<file path="src/rtl/lzsd_pkg.sv">
// Shared types and constants for the LZ stream decompressor.
// No dependencies; compiled before every other file of the block.
package lzsd_pkg;

   localparam int HISTORY_DEPTH_DEFAULT = 65536;
   localparam int QUEUE_DEPTH           = 2;

   localparam int SIZE_W   = 17;
   localparam int COUNT_W  = 17;
   localparam int OFFSET_W = 16;
   localparam int RUN_W    = 15;

   localparam logic [SIZE_W-1:0]  OUTPUT_SIZE_RESET = 17'h10000;
   localparam logic [COUNT_W-1:0] COUNT_MAX         = 17'h1FFFF;

   // request kinds on the input channel
   localparam logic REQ_BYTE = 1'b0;
   localparam logic REQ_TICK = 1'b1;

   typedef enum logic [1:0] {
      ST_OK     = 2'd0,
      ST_BUSY   = 2'd1,
      ST_BADREF = 2'd2,
      ST_DONE   = 2'd3
   } status_type;

   typedef enum logic [1:0] {
      OP_NONE = 2'd0,
      OP_LIT  = 2'd1,
      OP_COPY = 2'd2
   } op_type;

   // One classified operation. Addresses are already reduced modulo the history depth.
   typedef struct packed {
      op_type            op;
      logic [7:0]        data;
      logic [OFFSET_W-1:0] src;
      logic [OFFSET_W-1:0] dst;
      logic              copy_pending;
      logic              done_res;
      status_type        status;
   } entry_type;

   typedef struct packed {
      logic      push;
      entry_type entry;
   } push_type;

   typedef struct packed {
      logic      not_empty;
      entry_type entry;
   } head_type;

endpackage

</file>
<file path="src/rtl/lzsd_queue.sv">
// Short FIFO between the token parser and the history engine.
// Depends on lzsd_pkg.
module lzsd_queue (
   input  logic                clock,
   input  logic                reset,
   input  lzsd_pkg::push_type  q_push,
   output logic                q_full,
   input  logic                q_pop,
   output lzsd_pkg::head_type  q_head
);
   import lzsd_pkg::*;

   localparam int PW = (QUEUE_DEPTH > 1) ? $clog2(QUEUE_DEPTH) : 1;
   localparam int CW = $clog2(QUEUE_DEPTH + 1);
   localparam logic [PW-1:0] LAST_PTR = PW'(QUEUE_DEPTH - 1);
   localparam logic [CW-1:0] FULL_CNT = CW'(QUEUE_DEPTH);

   entry_type         slot_ff [QUEUE_DEPTH];
   logic [PW-1:0]     wr_ptr_ff, wr_ptr_in;
   logic [PW-1:0]     rd_ptr_ff, rd_ptr_in;
   logic [CW-1:0]     count_ff, count_in;
   logic              do_pop;

   assign q_full           = (count_ff == FULL_CNT);
   assign q_head.not_empty = (count_ff != '0);
   assign q_head.entry     = slot_ff[rd_ptr_ff];
   assign do_pop           = q_pop && q_head.not_empty;

   always_comb begin
      wr_ptr_in = wr_ptr_ff;
      rd_ptr_in = rd_ptr_ff;
      count_in  = count_ff;
      if (q_push.push) begin
         wr_ptr_in = (wr_ptr_ff == LAST_PTR) ? '0 : wr_ptr_ff + 1'b1;
      end
      if (do_pop) begin
         rd_ptr_in = (rd_ptr_ff == LAST_PTR) ? '0 : rd_ptr_ff + 1'b1;
      end
      if (q_push.push && !do_pop) begin
         count_in = count_ff + 1'b1;
      end else if (!q_push.push && do_pop) begin
         count_in = count_ff - 1'b1;
      end
   end

   always_ff @(posedge clock) begin
      if (q_push.push) begin
         slot_ff[wr_ptr_ff] <= q_push.entry;
      end
   end

   always_ff @(posedge clock) begin
      if (reset) begin
         wr_ptr_ff <= '0;
         rd_ptr_ff <= '0;
         count_ff  <= '0;
      end else begin
         wr_ptr_ff <= wr_ptr_in;
         rd_ptr_ff <= rd_ptr_in;
         count_ff  <= count_in;
      end
   end

   a_no_overflow: assert property (@(posedge clock) disable iff (reset)
      q_full |-> !q_push.push)
      else $error("push into a full queue");

   a_count_bound: assert property (@(posedge clock) disable iff (reset)
      count_ff <= FULL_CNT)
      else $error("queue count out of range");

   a_pop_nonempty: assert property (@(posedge clock) disable iff (reset)
      q_pop |-> q_head.not_empty)
      else $error("pop from an empty queue");

endmodule

</file>
<file path="config.mk">
export PLATFORM = sky130hd
export DESIGN_NAME = lzsd_queue
export DESIGN_NICKNAME = d
export VERILOG_FILES = /design/src/rtl/lzsd_pkg.sv /design/src/rtl/lzsd_queue.sv
export SDC_FILE = /design/constraint.sdc
export NUM_CORES = 1
export LEC_CHECK = 0
export ABC_AREA = 0
export ABC_CLOCK_PERIOD_IN_PS = 6500
export BUFFER_PORTS_ARGS = -buffer_cell sky130_fd_sc_hd__buf_4
export CORE_ASPECT_RATIO = 1.25
export CORE_MARGIN = 2
export CORE_UTILIZATION = 58
export CTS_BUF_LIST = sky130_fd_sc_hd__clkbuf_2 sky130_fd_sc_hd__clkbuf_4 sky130_fd_sc_hd__clkbuf_8
export DETAILED_ROUTE_END_ITERATION = 12
export PLACE_DENSITY = 0.95
export SLEW_MARGIN = 20
export SYNTH_ARGS = -nofsm -noshare
export SYNTH_HDL_FRONTEND = slang
export SYNTH_SLANG_ARGS = --single-unit
</file>
<file path="constraint.sdc">
create_clock -name clock -period 6.5 [get_ports clock]
set_input_delay 1.3 -clock clock [delete_from_list [all_inputs] [get_ports clock]]
set_output_delay 1.3 -clock clock [all_outputs]
set_load 0.02 [all_outputs]
</file>
==> results.json <==
{
  "critPathMaxStageDelay_ps": 1040,
  "drive_above_1_share": 0.599,
  "worstMarginPinSlew_ps": 1110,
  "power.switching_uw": 464,
  "synth_area_um2": 3540,
  "hold_violations": 0,
  "timing.hold.ws_ps": 521,
  "drv_cap": 0,
  "tritoncts": "built",
  "drc": 0,
  "start_util": 0.605,
  "place_congestion": 0.715,
  "hold_path_class": "reg2reg",
  "p_per_area_nw_per_um2": 349,
  "synth-seq-cells": 97,
  "dp_hpwl_mm": 4.15,
  "fin_crit_ps": 3300,
  "final_max_slew_viol_count": 0,
  "synth_area_leaders": "edfxtp_1 78%, mux2_2 15%, dfxtp_1 2.8%, buf_6 1.3%, xor2_1 0.74%",
  "yosysSeqAreaShare": 0.808,
  "syn_nets": 216,
  "clk_latency_ps": 340,
  "post_cts_resized": 0,
  "routed_wl_mm": 6.15,
  "worstPathMaxFanout": 46,
  "areaGrowthSynthToFinish_pct": 27.3,
  "grt_pass1_vias": 1887,
  "vias": 1811,
  "cts_buffers": 9,
  "period_share": 0.507,
  "leakagePower_uw": 0.00169,
  "grt_pass1_wl_mm": 8.89,
  "diodes": 0,
  "peakVddDrop_mv": 0.300,
  "die_w_um": 73.9,
  "die_h_um": 91.4,
  "nNetsFinal": 320,
  "layout_common_cells": "98 x buf_4, 92 x edfxtp_1, 46 x mux2_2, 9 x clkbuf_8",
  "cp_data_arrival_time_ps": 2000,
  "ys_warn_count": 0,
  "viasPerCell": 5.09,
  "gr-total-overflow": 0,
  "syn_avg_cell_area_um2": 21.5,
  "p_comb_frac": 0.283,
  "track_usage": 0.185,
  "critPathSlowestCell": "dfxtp_2",
  "rsz0062_at_grt": "no",
  "criticalPathCategory": "reg2out",
  "synth_top_cell_by_area": "edfxtp_1",
  "antenna_found_initial": 0,
  "coreArea_um2": 5860,
  "clock_skew_ps": 5.65,
  "clkSinkCount": 97,
  "htree_levels": 3,
  "wl_per_cell_um": 17.3,
  "setup_viol": 0,
  "slew-limit-headroom": 0.261,
  "fmax_mhz": 303,
  "root_buffer": "clkbuf_8",
  "worst_setup_path_end_kind": "primary output",
  "grt_max_degree": 47,
  "p_seq_frac": 0.507,
  "cp.required_ps": 5200,
  "portBuffers": 97,
  "layout_commonest_cell": "buf_4",
  "cts_buffer_depth": 2,
  "final_antenna_net_count": 0,
  "crit_path_cell_trace": "mux2_2 > buf_4",
  "clkPwrFrac": 0.210,
  "postCtsSetupBuffers": 0,
  "num_io_pins": 98,
  "switching_share": 0.295,
  "outcome": "complete, no violations",
  "postSynthCellCount": 165,
  "rows": 31,
  "synth_cell_types": 16,
  "dr.pass1.iters": 4,
  "hold_buffers": 0,
  "dieArea_um2": 6750,
  "cts.clk_slew.worst_paths_ps": 80,
  "tns_ps": 0,
  "drt_iter0_drc": 88,
  "synth_top_cell_area_share": 0.780,
  "startpoint_type": "flop",
  "intPower_uw": 1110
}
## through the flow
| stage | instance area, um^2 | power, uW | setup WS (ps) | util | std cells |
|---|---|---|---|---|---|
| after floorplan | 3540 | 1090 | 2700 | - | 165 |
| after global placement | 4340 | 1250 | 3550 | 0.741 | 340 |
| after detailed placement | 4340 | 1260 | 3540 | 0.741 | 340 |
| after CTS | 4510 | 1590 | 3150 | 0.770 | 356 |
| after global routing | 4510 | 1640 | 3080 | 0.770 | 356 |
| final | 4510 | 1570 | 3200 | 0.770 | 356 |
## cells in the mapped netlist
master	n
edfxtp_1	92
mux2_2	46
dfxtp_1	5
buf_6	4
nor2_1	4
xor2_1	3
o21ai_0	2
a21oi_1	1
and2_1	1
and2b_2	1
buf_2	1
ha_1	1
nor2b_1	1
or2_2	1
or3_1	1
xnor2_1	1
## routing by layer
metal	vias up	wire (um)	share of wire	global-route usage
li1	852	-	-	-
met1	905	2240	0.36	0.186
met2	52	3680	0.60	0.356
met3	2	183	0.030	0.0411
met4	0	43	0.0070	0.0636
met5	-	0	0	0
## path summary, 6_finish.rpt
path         cells after the start  slack, ps              to       from
max                              2       3200      q_head[33]       flop
min reg2reg                      2        520       rd_ptr_ff  rd_ptr_ff
max reg2reg                      1       4770  slot_ff[1][43]  wr_ptr_ff
min                              2        520       rd_ptr_ff  rd_ptr_ff
## area by class of cell
cell class	instances	area [um^2]
repair buffers	98	736
clock inverters	7	46.3
clock buffers	9	124
well taps	82	103
flip-flops and latches	97	2860
fillers	334	1350
multi-input cells	63	638
## flip-flops by register name, summed over array words and instances, names as in the netlist, named ones only
name / cells
wr_ptr_ff: 1
rd_ptr_ff: 1
count_ff: 2
slot_ff: 92
## kinds of logic after synthesis
logic type      share of synthesized area
buf+inv                            0.0141
xor+xnor                          0.00989
simple gates                       0.0138
mux                                 0.146
fa+ha+maj                         0.00353
compound gates                    0.00424
flops                               0.808
## power groups by stage
stage	clock network (uW)	logic (uW)	registers (uW)
floorplan	0	328	763
global placement	0	437	810
detailed placement	0	450	814
CTS	341	452	800
global route	361	473	808
finish	330	446	799
## worst max-delay path, delay by kind of cell, from the launching register on
| family | cells | cell delay, ps |
|---|---|---|
| flip-flops | 1 | 1040 |
| multiplexers | 1 | 440 |
| buffers and inverters | 1 | 160 |
No activity file was read; power rests on OpenSTA's default activity.
