### config.mk
export PLATFORM = sky130hd
export DESIGN_NAME = lzsd_front_flat
export DESIGN_NICKNAME = d
export VERILOG_FILES = /design/src/rtl/lzsd_pkg.sv /design/src/rtl/lzsd_if.sv /design/src/rtl/lzsd_front.sv /design/src/flat_wrapper.sv
export SDC_FILE = /design/constraint.sdc
export NUM_CORES = 1
export LEC_CHECK = 0
export BUFFER_PORTS_ARGS = -buffer_cell sky130_fd_sc_hd__buf_2
export CAP_MARGIN = 0
export CORE_MARGIN = 2
export CORE_UTILIZATION = 40
export CTS_CLUSTER_SIZE = 40
export DETAILED_ROUTE_END_ITERATION = 12
export GPL_TIMING_DRIVEN = 0
export PLACE_DENSITY_LB_ADDON = 0.25
export SYNTH_ARGS = -nofsm -noshare
export SYNTH_HDL_FRONTEND = slang
export SYNTH_SLANG_ARGS = --single-unit
export TNS_END_PERCENT = 30
### constraint.sdc
create_clock -name clock -period 3.9 [get_ports clock]
set_input_delay 0.585 -clock clock [delete_from_list [all_inputs] [get_ports clock]]
set_output_delay 0.585 -clock clock [all_outputs]
set_load 0.02 [all_outputs]
### src/rtl/lzsd_pkg.sv
// Shared types and constants for the LZ stream decompressor.
// No dependencies; compiled before every other file of the block.
package lzsd_pkg;

   localparam int HISTORY_DEPTH_DEFAULT = 65536;
   localparam int QUEUE_DEPTH           = 2;

   localparam int SIZE_W   = 17;
   localparam int COUNT_W  = 17;
   localparam int OFFSET_W = 16;
   localparam int RUN_W    = 15;

   localparam logic [SIZE_W-1:0]  OUTPUT_SIZE_RESET = 17'h10000;
   localparam logic [COUNT_W-1:0] COUNT_MAX         = 17'h1FFFF;

   // request kinds on the input channel
   localparam logic REQ_BYTE = 1'b0;
   localparam logic REQ_TICK = 1'b1;

   typedef enum logic [1:0] {
      ST_OK     = 2'd0,
      ST_BUSY   = 2'd1,
      ST_BADREF = 2'd2,
      ST_DONE   = 2'd3
   } status_type;

   typedef enum logic [1:0] {
      OP_NONE = 2'd0,
      OP_LIT  = 2'd1,
      OP_COPY = 2'd2
   } op_type;

   // One classified operation. Addresses are already reduced modulo the history depth.
   typedef struct packed {
      op_type            op;
      logic [7:0]        data;
      logic [OFFSET_W-1:0] src;
      logic [OFFSET_W-1:0] dst;
      logic              copy_pending;
      logic              done_res;
      status_type        status;
   } entry_type;

   typedef struct packed {
      logic      push;
      entry_type entry;
   } push_type;

   typedef struct packed {
      logic      not_empty;
      entry_type entry;
   } head_type;

endpackage

### src/rtl/lzsd_if.sv
// Channel interfaces of the LZ stream decompressor: compressed requests in,
// decompressed results out. No dependencies.
interface lzsd_req_if;
   logic       valid;
   logic       ready;
   logic       req_type;
   logic [7:0] in_byte;

   modport source (output valid, output req_type, output in_byte, input ready);
   modport sink   (input valid, input req_type, input in_byte, output ready);
endinterface


### src/rtl/lzsd_front.sv
// Token parser: accepts requests, tracks header/offset/run state and output count,
// and pushes one classified operation per request. Depends on lzsd_pkg, lzsd_if.
module lzsd_front #(
   parameter int HISTORY_DEPTH = lzsd_pkg::HISTORY_DEPTH_DEFAULT
) (
   input  logic                           clock,
   input  logic                           reset,
   lzsd_req_if.sink                       req_if,
   input  logic                           csr_we,
   input  logic [lzsd_pkg::SIZE_W-1:0]    csr_wdata,
   input  logic                           q_full,
   output lzsd_pkg::push_type             q_push
);
   import lzsd_pkg::*;

   localparam int AW = $clog2(HISTORY_DEPTH);
   localparam int HW = AW + 1;
   localparam logic [AW-1:0] LAST_IDX = AW'(HISTORY_DEPTH - 1);
   localparam logic [HW-1:0] DEPTH_H  = HW'(HISTORY_DEPTH);

   // (hi * 256) mod depth for every high offset byte
   function automatic logic [256*AW-1:0] build_hi_mod();
      logic [256*AW-1:0] t;
      for (int i = 0; i < 256; i++) begin
         t[i*AW +: AW] = AW'((i * 256) % HISTORY_DEPTH);
      end
      return t;
   endfunction

   localparam logic [256*AW-1:0] HI_MOD = build_hi_mod();

   typedef enum logic [5:0] {
      PH_HDR_LO = 6'b000001,
      PH_HDR_HI = 6'b000010,
      PH_OFS_LO = 6'b000100,
      PH_OFS_HI = 6'b001000,
      PH_LIT    = 6'b010000,
      PH_COPY   = 6'b100000
   } phase_type;

   phase_type             phase_ff, phase_in;
   logic [7:0]            header_low_ff, header_low_in;
   logic [RUN_W-1:0]      run_ff, run_in;
   logic [OFFSET_W-1:0]   copy_source_ff, copy_source_in;
   logic [AW-1:0]         src_idx_ff, src_idx_in;
   logic [AW-1:0]         wr_idx_ff, wr_idx_in;
   logic [COUNT_W-1:0]    out_count_ff, out_count_in;
   logic [SIZE_W-1:0]     output_size_ff, output_size_in;

   logic                  accept;
   logic                  at_done;
   logic                  emit;
   logic [OFFSET_W-1:0]   offset_full;
   entry_type             entry;

   // offset modulo history depth: high byte through the table, low byte added,
   // one correcting subtract since both parts are below the depth
   function automatic logic [AW-1:0] depth_mod(input logic [OFFSET_W-1:0] x);
      logic [HW-1:0] s;
      s = HW'(HI_MOD[x[15:8]*AW +: AW]) + HW'(x[7:0]);
      if (s >= DEPTH_H) begin
         s = s - DEPTH_H;
      end
      return s[AW-1:0];
   endfunction

   assign accept       = req_if.valid && req_if.ready;
   assign req_if.ready = !q_full;
   assign at_done      = (phase_ff == PH_HDR_LO) && (out_count_ff >= output_size_ff);
   assign offset_full  = {req_if.in_byte, copy_source_ff[7:0]};

   always_comb begin
      phase_in       = phase_ff;
      header_low_in  = header_low_ff;
      run_in         = run_ff;
      copy_source_in = copy_source_ff;
      src_idx_in     = src_idx_ff;
      emit           = 1'b0;
      entry.op       = OP_NONE;
      entry.data     = req_if.in_byte;
      entry.src      = OFFSET_W'(src_idx_ff);
      entry.dst      = OFFSET_W'(wr_idx_ff);
      entry.status   = ST_OK;

      if (at_done) begin
         entry.status = ST_DONE;
      end else if (phase_ff == PH_COPY) begin
         if (req_if.req_type == REQ_TICK) begin
            entry.op       = OP_COPY;
            emit           = 1'b1;
            copy_source_in = copy_source_ff + 1'b1;
            // source index follows the 16-bit offset wrap as well as the depth wrap
            if (copy_source_ff == '1 || src_idx_ff == LAST_IDX) begin
               src_idx_in = '0;
            end else begin
               src_idx_in = src_idx_ff + 1'b1;
            end
            run_in = run_ff - 1'b1;
            if (run_ff == RUN_W'(1)) begin
               phase_in = PH_HDR_LO;
            end
         end else begin
            entry.status = ST_BUSY;
         end
      end else if (req_if.req_type == REQ_BYTE) begin
         unique case (phase_ff)
            PH_HDR_LO: begin
               header_low_in = req_if.in_byte;
               phase_in      = PH_HDR_HI;
            end
            PH_HDR_HI: begin
               run_in = {req_if.in_byte[6:0], header_low_ff};
               if (req_if.in_byte[7]) begin
                  phase_in = PH_OFS_LO;
               end else if ({req_if.in_byte[6:0], header_low_ff} != '0) begin
                  phase_in = PH_LIT;
               end else begin
                  phase_in = PH_HDR_LO;
               end
            end
            PH_OFS_LO: begin
               copy_source_in = {8'h00, req_if.in_byte};
               phase_in       = PH_OFS_HI;
            end
            PH_OFS_HI: begin
               copy_source_in = offset_full;
               src_idx_in     = depth_mod(offset_full);
               if (run_ff == '0) begin
                  phase_in = PH_HDR_LO;
               end else if ({1'b0, offset_full} >= out_count_ff) begin
                  entry.status = ST_BADREF;
                  run_in       = '0;
                  phase_in     = PH_HDR_LO;
               end else begin
                  phase_in = PH_COPY;
               end
            end
            PH_LIT: begin
               entry.op = OP_LIT;
               emit     = 1'b1;
               run_in   = run_ff - 1'b1;
               if (run_ff == RUN_W'(1)) begin
                  phase_in = PH_HDR_LO;
               end
            end
            default: begin
               phase_in = PH_HDR_LO;
            end
         endcase
      end

      out_count_in = out_count_ff;
      wr_idx_in    = wr_idx_ff;
      if (emit && out_count_ff != COUNT_MAX) begin
         out_count_in = out_count_ff + 1'b1;
         wr_idx_in    = (wr_idx_ff == LAST_IDX) ? '0 : wr_idx_ff + 1'b1;
      end

      entry.copy_pending = (phase_in == PH_COPY);
      entry.done_res     = (phase_in == PH_HDR_LO) && (out_count_in >= output_size_ff);
   end

   assign output_size_in = csr_we ? csr_wdata : output_size_ff;
   assign q_push.push    = accept;
   assign q_push.entry   = entry;

   always_ff @(posedge clock) begin
      if (reset) begin
         phase_ff       <= PH_HDR_LO;
         header_low_ff  <= '0;
         run_ff         <= '0;
         copy_source_ff <= '0;
         src_idx_ff     <= '0;
         wr_idx_ff      <= '0;
         out_count_ff   <= '0;
         output_size_ff <= OUTPUT_SIZE_RESET;
      end else begin
         output_size_ff <= output_size_in;
         if (accept) begin
            phase_ff       <= phase_in;
            header_low_ff  <= header_low_in;
            run_ff         <= run_in;
            copy_source_ff <= copy_source_in;
            src_idx_ff     <= src_idx_in;
            wr_idx_ff      <= wr_idx_in;
            out_count_ff   <= out_count_in;
         end
      end
   end

   a_count_monotonic: assert property (@(posedge clock) disable iff (reset)
      !$past(reset) |-> out_count_ff >= $past(out_count_ff))
      else $error("output count went backwards");

   a_copy_has_run: assert property (@(posedge clock) disable iff (reset)
      phase_ff == PH_COPY |-> run_ff != '0)
      else $error("copy phase with zero remaining length");

endmodule

### src/flat_wrapper.sv
// flat-port wrapper written by rule: the top's interface ports become plain ports
module lzsd_front_flat import lzsd_pkg::*;
#(
   parameter int HISTORY_DEPTH = lzsd_pkg::HISTORY_DEPTH_DEFAULT
)
  (clock, reset, csr_we, csr_wdata, q_full, q_push, req_if_valid, req_if_req_type, req_if_in_byte, req_if_ready);
  lzsd_req_if req_if_i ();
  input  logic clock;
  input  logic reset;
  input  logic csr_we;
  input  logic [lzsd_pkg::SIZE_W-1:0] csr_wdata;
  input  logic q_full;
  output lzsd_pkg::push_type q_push;
  input wire logic [$bits(req_if_i.valid)-1:0] req_if_valid;
  input wire logic [$bits(req_if_i.req_type)-1:0] req_if_req_type;
  input wire logic [$bits(req_if_i.in_byte)-1:0] req_if_in_byte;
  output wire logic [$bits(req_if_i.ready)-1:0] req_if_ready;
  assign req_if_i.valid = req_if_valid;
  assign req_if_i.req_type = req_if_req_type;
  assign req_if_i.in_byte = req_if_in_byte;
  assign req_if_ready = req_if_i.ready;
  lzsd_front #(.HISTORY_DEPTH(HISTORY_DEPTH)) u_core (.clock(clock), .reset(reset), .req_if(req_if_i), .csr_we(csr_we), .csr_wdata(csr_wdata), .q_full(q_full), .q_push(q_push));
endmodule
==> results.ini <==
[logic_synthesis]
synth.avg_cell_area_um2 = 7.90
yosys.area_share.simple_pct = 24.4
async_reset_ff_share_pct = 0
synth_top_family_by_area = simple AND/OR/NAND/NOR gates
synth_compound_gate_area_share_pct = 20.2
synth_ff_type = dfxtp_1
synth_edf_count = 0
synthDistinctLibCells = 74
synthMuxAreaShare_pct = 3.62
syn_area_um2 = 7490
synth_warnings = 0
syn_inst = 948
synth-adder-area-share_pct = 10.0
ys_ff_latch = 111
synth_seq_area_share_pct = 29.7
synth_xor_area_share_pct = 5.73
synth_nets = 1039

[sta]
drv_slew = 0
tightest_slew_ns = 0.728
slew_headroom_pct = 51.0
finalWorstPathRequiredPeriod_ns = 4.22
setup_viol = 1
fin_ws_ns = -0.318
rsz0062_at_grt = yes
max_freq_mhz = 237
fin_crit_sh_pct = 108
finClkSkew_ns = 0.00772
final-hold-violation-count = 0

[drt]
wl_per_cell_um = 17.1
drt-initial-drc-count = 558
first_pass_iters = 5
drc = 0
viasPerCell = 5.64
vias = 7284
ant_nets = 0
wirelength_mm = 22.1

[clocking]
cts_root_buf = clkbuf_16
clockBufferDepth = 2
cts_tree = built
cts_num_sinks = 111
cts-buffers-inserted = 9
cts_max_level = 3
cts.clk_slew.worst_paths_ns = 0.07
clk_latency_ns = 0.36

[critical_path]
critPathArrivalTime_ns = 3.63
cp_max_fo = 5
path_class = flop to primary output
worstSetupEndpointType = primary output
required_ns = 3.31
critPathLaunchType = flop

[global_routing]
grtUsageTotal_pct = 22.4
grt_overflow = 0
grt_pass1_wl_mm = 35.7
grt_pass1_vias = 6719
antenna_found_initial = 0
grt_start_max_net_pins = 18

[placement]
hpwl_mm = 16.1
placed_cell_area_um2 = 8170
preCtsSetupSlack_ns = -0.520
place.detailed.instances = 1258
io_buffers = 76
gp_congestion = 0.915

[cells_and_area]
area_growth_pct = 16.3
drive_gt1_share_pct = 16.7
nets = 1144
final_cell_area_um2 = 8710
antenna_cells = 0
final_cells = 1291

[hold_path]
hold_class = input port to flop

[floorplan]
die_y_um = 141
row_count = 50
ios = 79
start_util_pct = 40.5
fp.dieW_um = 141
die_area_um2 = 19800
core_um2 = 18500

[run]
maxCapViolations = 0

[pwr]
vdd_ir_drop_max_uv = 201
p_leak_nw = 3.51
power_density_nw_per_um2 = 276

[outcome]
violations = setup timing
status = finished, violations left

==> through the flow <==
| step | power, mW | hold WS [ns] | util, % | TNS, ns |
|---|---|---|---|---|
| after global placement | 1.54 | 0.455 | 44.1 | -0.512 |
| after global routing | 2.51 | 0.474 | 47.1 | -0.684 |
| after detailed placement | 1.54 | 0.455 | 44.1 | -0.520 |
| final | 2.41 | 0.457 | 47.1 | -0.318 |
| after floorplan | 1.43 | 0.438 | - | 0 |
| after CTS | 2.42 | 0.452 | 46.6 | -0.353 |
==> area by class of cell <==
class,instances,area (um^2)
flip-flops and latches,111,2250
well taps,234,293
plain buffers,56,272
inverters,56,210
clock buffers,10,239
repair buffers,94,522
fillers,1863,9800
clock inverters,5,35.0
multi-input cells,725,4890
==> logic make-up (layout without fill, tap and decap cells) <==
group,count (synthesis),after routing
adder cells (fa/ha/maj),60,60
AO/OA/AOI/OAI,225,225
multiplexers,27,27
buffers and inverters,112,221
flip-flops,111,111
XOR/XNOR,49,49
AND/OR/NAND/NOR,364,364
==> synthesized netlist by cell type, types with 10 or more instances <==
| cell type | n | area share, % |
|---|---|---|
| nor2_1 | 107 | 5.4 |
| nand3_1 | 36 | 2.4 |
| ha_1 | 60 | 10 |
| nand2_1 | 88 | 4.4 |
| o21ai_0 | 40 | 2.7 |
| and3_1 | 16 | 1.3 |
| mux2i_1 | 26 | 3.5 |
| buf_2 | 10 | 0.67 |
| nand4_1 | 26 | 2.2 |
| xnor2_1 | 39 | 4.6 |
| a21oi_1 | 67 | 4.5 |
| inv_1 | 53 | 2.7 |
| clkbuf_1 | 31 | 1.6 |
| a22oi_1 | 14 | 1.4 |
| xor2_1 | 10 | 1.2 |
| buf_4 | 10 | 1.0 |
| nor2b_1 | 11 | 0.92 |
| nor3_1 | 26 | 1.7 |
| o31ai_1 | 19 | 1.9 |
| a211oi_1 | 18 | 1.8 |
| dfxtp_1 | 111 | 30 |
==> worst paths after layout <==
path	start	end	slack (ns)	depth (start not counted)
setup / recovery	u_core.out_count_ff[1]$_SDFFE_PP0P_	q_push[2]	-0.32	17
hold / removal	csr_wdata[16]	u_core.output_size_ff[16]$_SDFFE_PP1P_	0.46	3
setup reg to reg	u_core.phase_ff[5]$_SDFFE_PP0P_	u_core.run_ff[3]$_SDFFE_PP0P_	0.34	13
hold reg to reg	u_core.run_ff[10]$_SDFFE_PP0P_	u_core.run_ff[10]$_SDFFE_PP0P_	0.46	2
==> sequential cells by signal, summed over array words and instances (netlist names) <==
| signal | flops |
|---|---|
| u_core.copy_source_ff | 16 |
| u_core.header_low_ff | 8 |
| u_core.out_count_ff | 17 |
| u_core.output_size_ff | 17 |
| u_core.phase_ff | 6 |
| u_core.run_ff | 15 |
| u_core.src_idx_ff | 16 |
| u_core.wr_idx_ff | 16 |
==> layout by cell type (no fill, tap or decap), types with 30 or more instances in the layout <==
master	Yosys	layout
a21oi_1	67	67
buf_2	10	85
clkbuf_1	31	30
dfxtp_1	111	100
ha_1	60	58
inv_1	53	51
nand2_1	88	88
nand3_1	36	34
nor2_1	107	105
o21ai_0	40	39
xnor2_1	39	39
==> layer usage <==
metal  up-vias  global-route usage (%)  wire length (um)
li1       3640                       -                 -
met1      3397                    30.6             10200
met2       213                    36.3             10200
met3        34                    3.74              1290
met4         0                    6.58               465
met5         -                       0                 0
==> where the power goes <==
part / switching [mW] / total [mW] / leakage [nW] / internal, mW
clock: 0.443 / 0.892 / 0.134 / 0.448
combinational: 0.216 / 0.339 / 2.47 / 0.123
sequential: 0.0228 / 1.18 / 0.908 / 1.15
total: 0.682 / 2.41 / 3.51 / 1.72
==> critical path: stages, from the launching register on <==
cell and delay (ns):
dfxtp_4 0.37, ha_4 0.14, nand3_2 0.06, or4_4 0.45, nor2_4 0.14, ha_4 0.17, a21oi_4 0.06, nand2_1 0.10
o21ai_2 0.06, ha_1 0.29, nor2b_1 0.13, a211o_1 0.22, a21o_1 0.16, a211o_1 0.28, o211ai_1 0.13, a31oi_1 0.13
and4b_1 0.24, buf_6 0.14
==> what timing repair did <==
item | in CTS | in global routing
resized for setup | 36 | 9
endpoints found under the hold margin | 0 | 0
setup buffers | 11 | 7
pin swaps | 11 | 7
endpoints found under the setup margin | 2 | 6
hold buffers | 0 | 0
No activity file was read; power rests on OpenSTA's default activity.
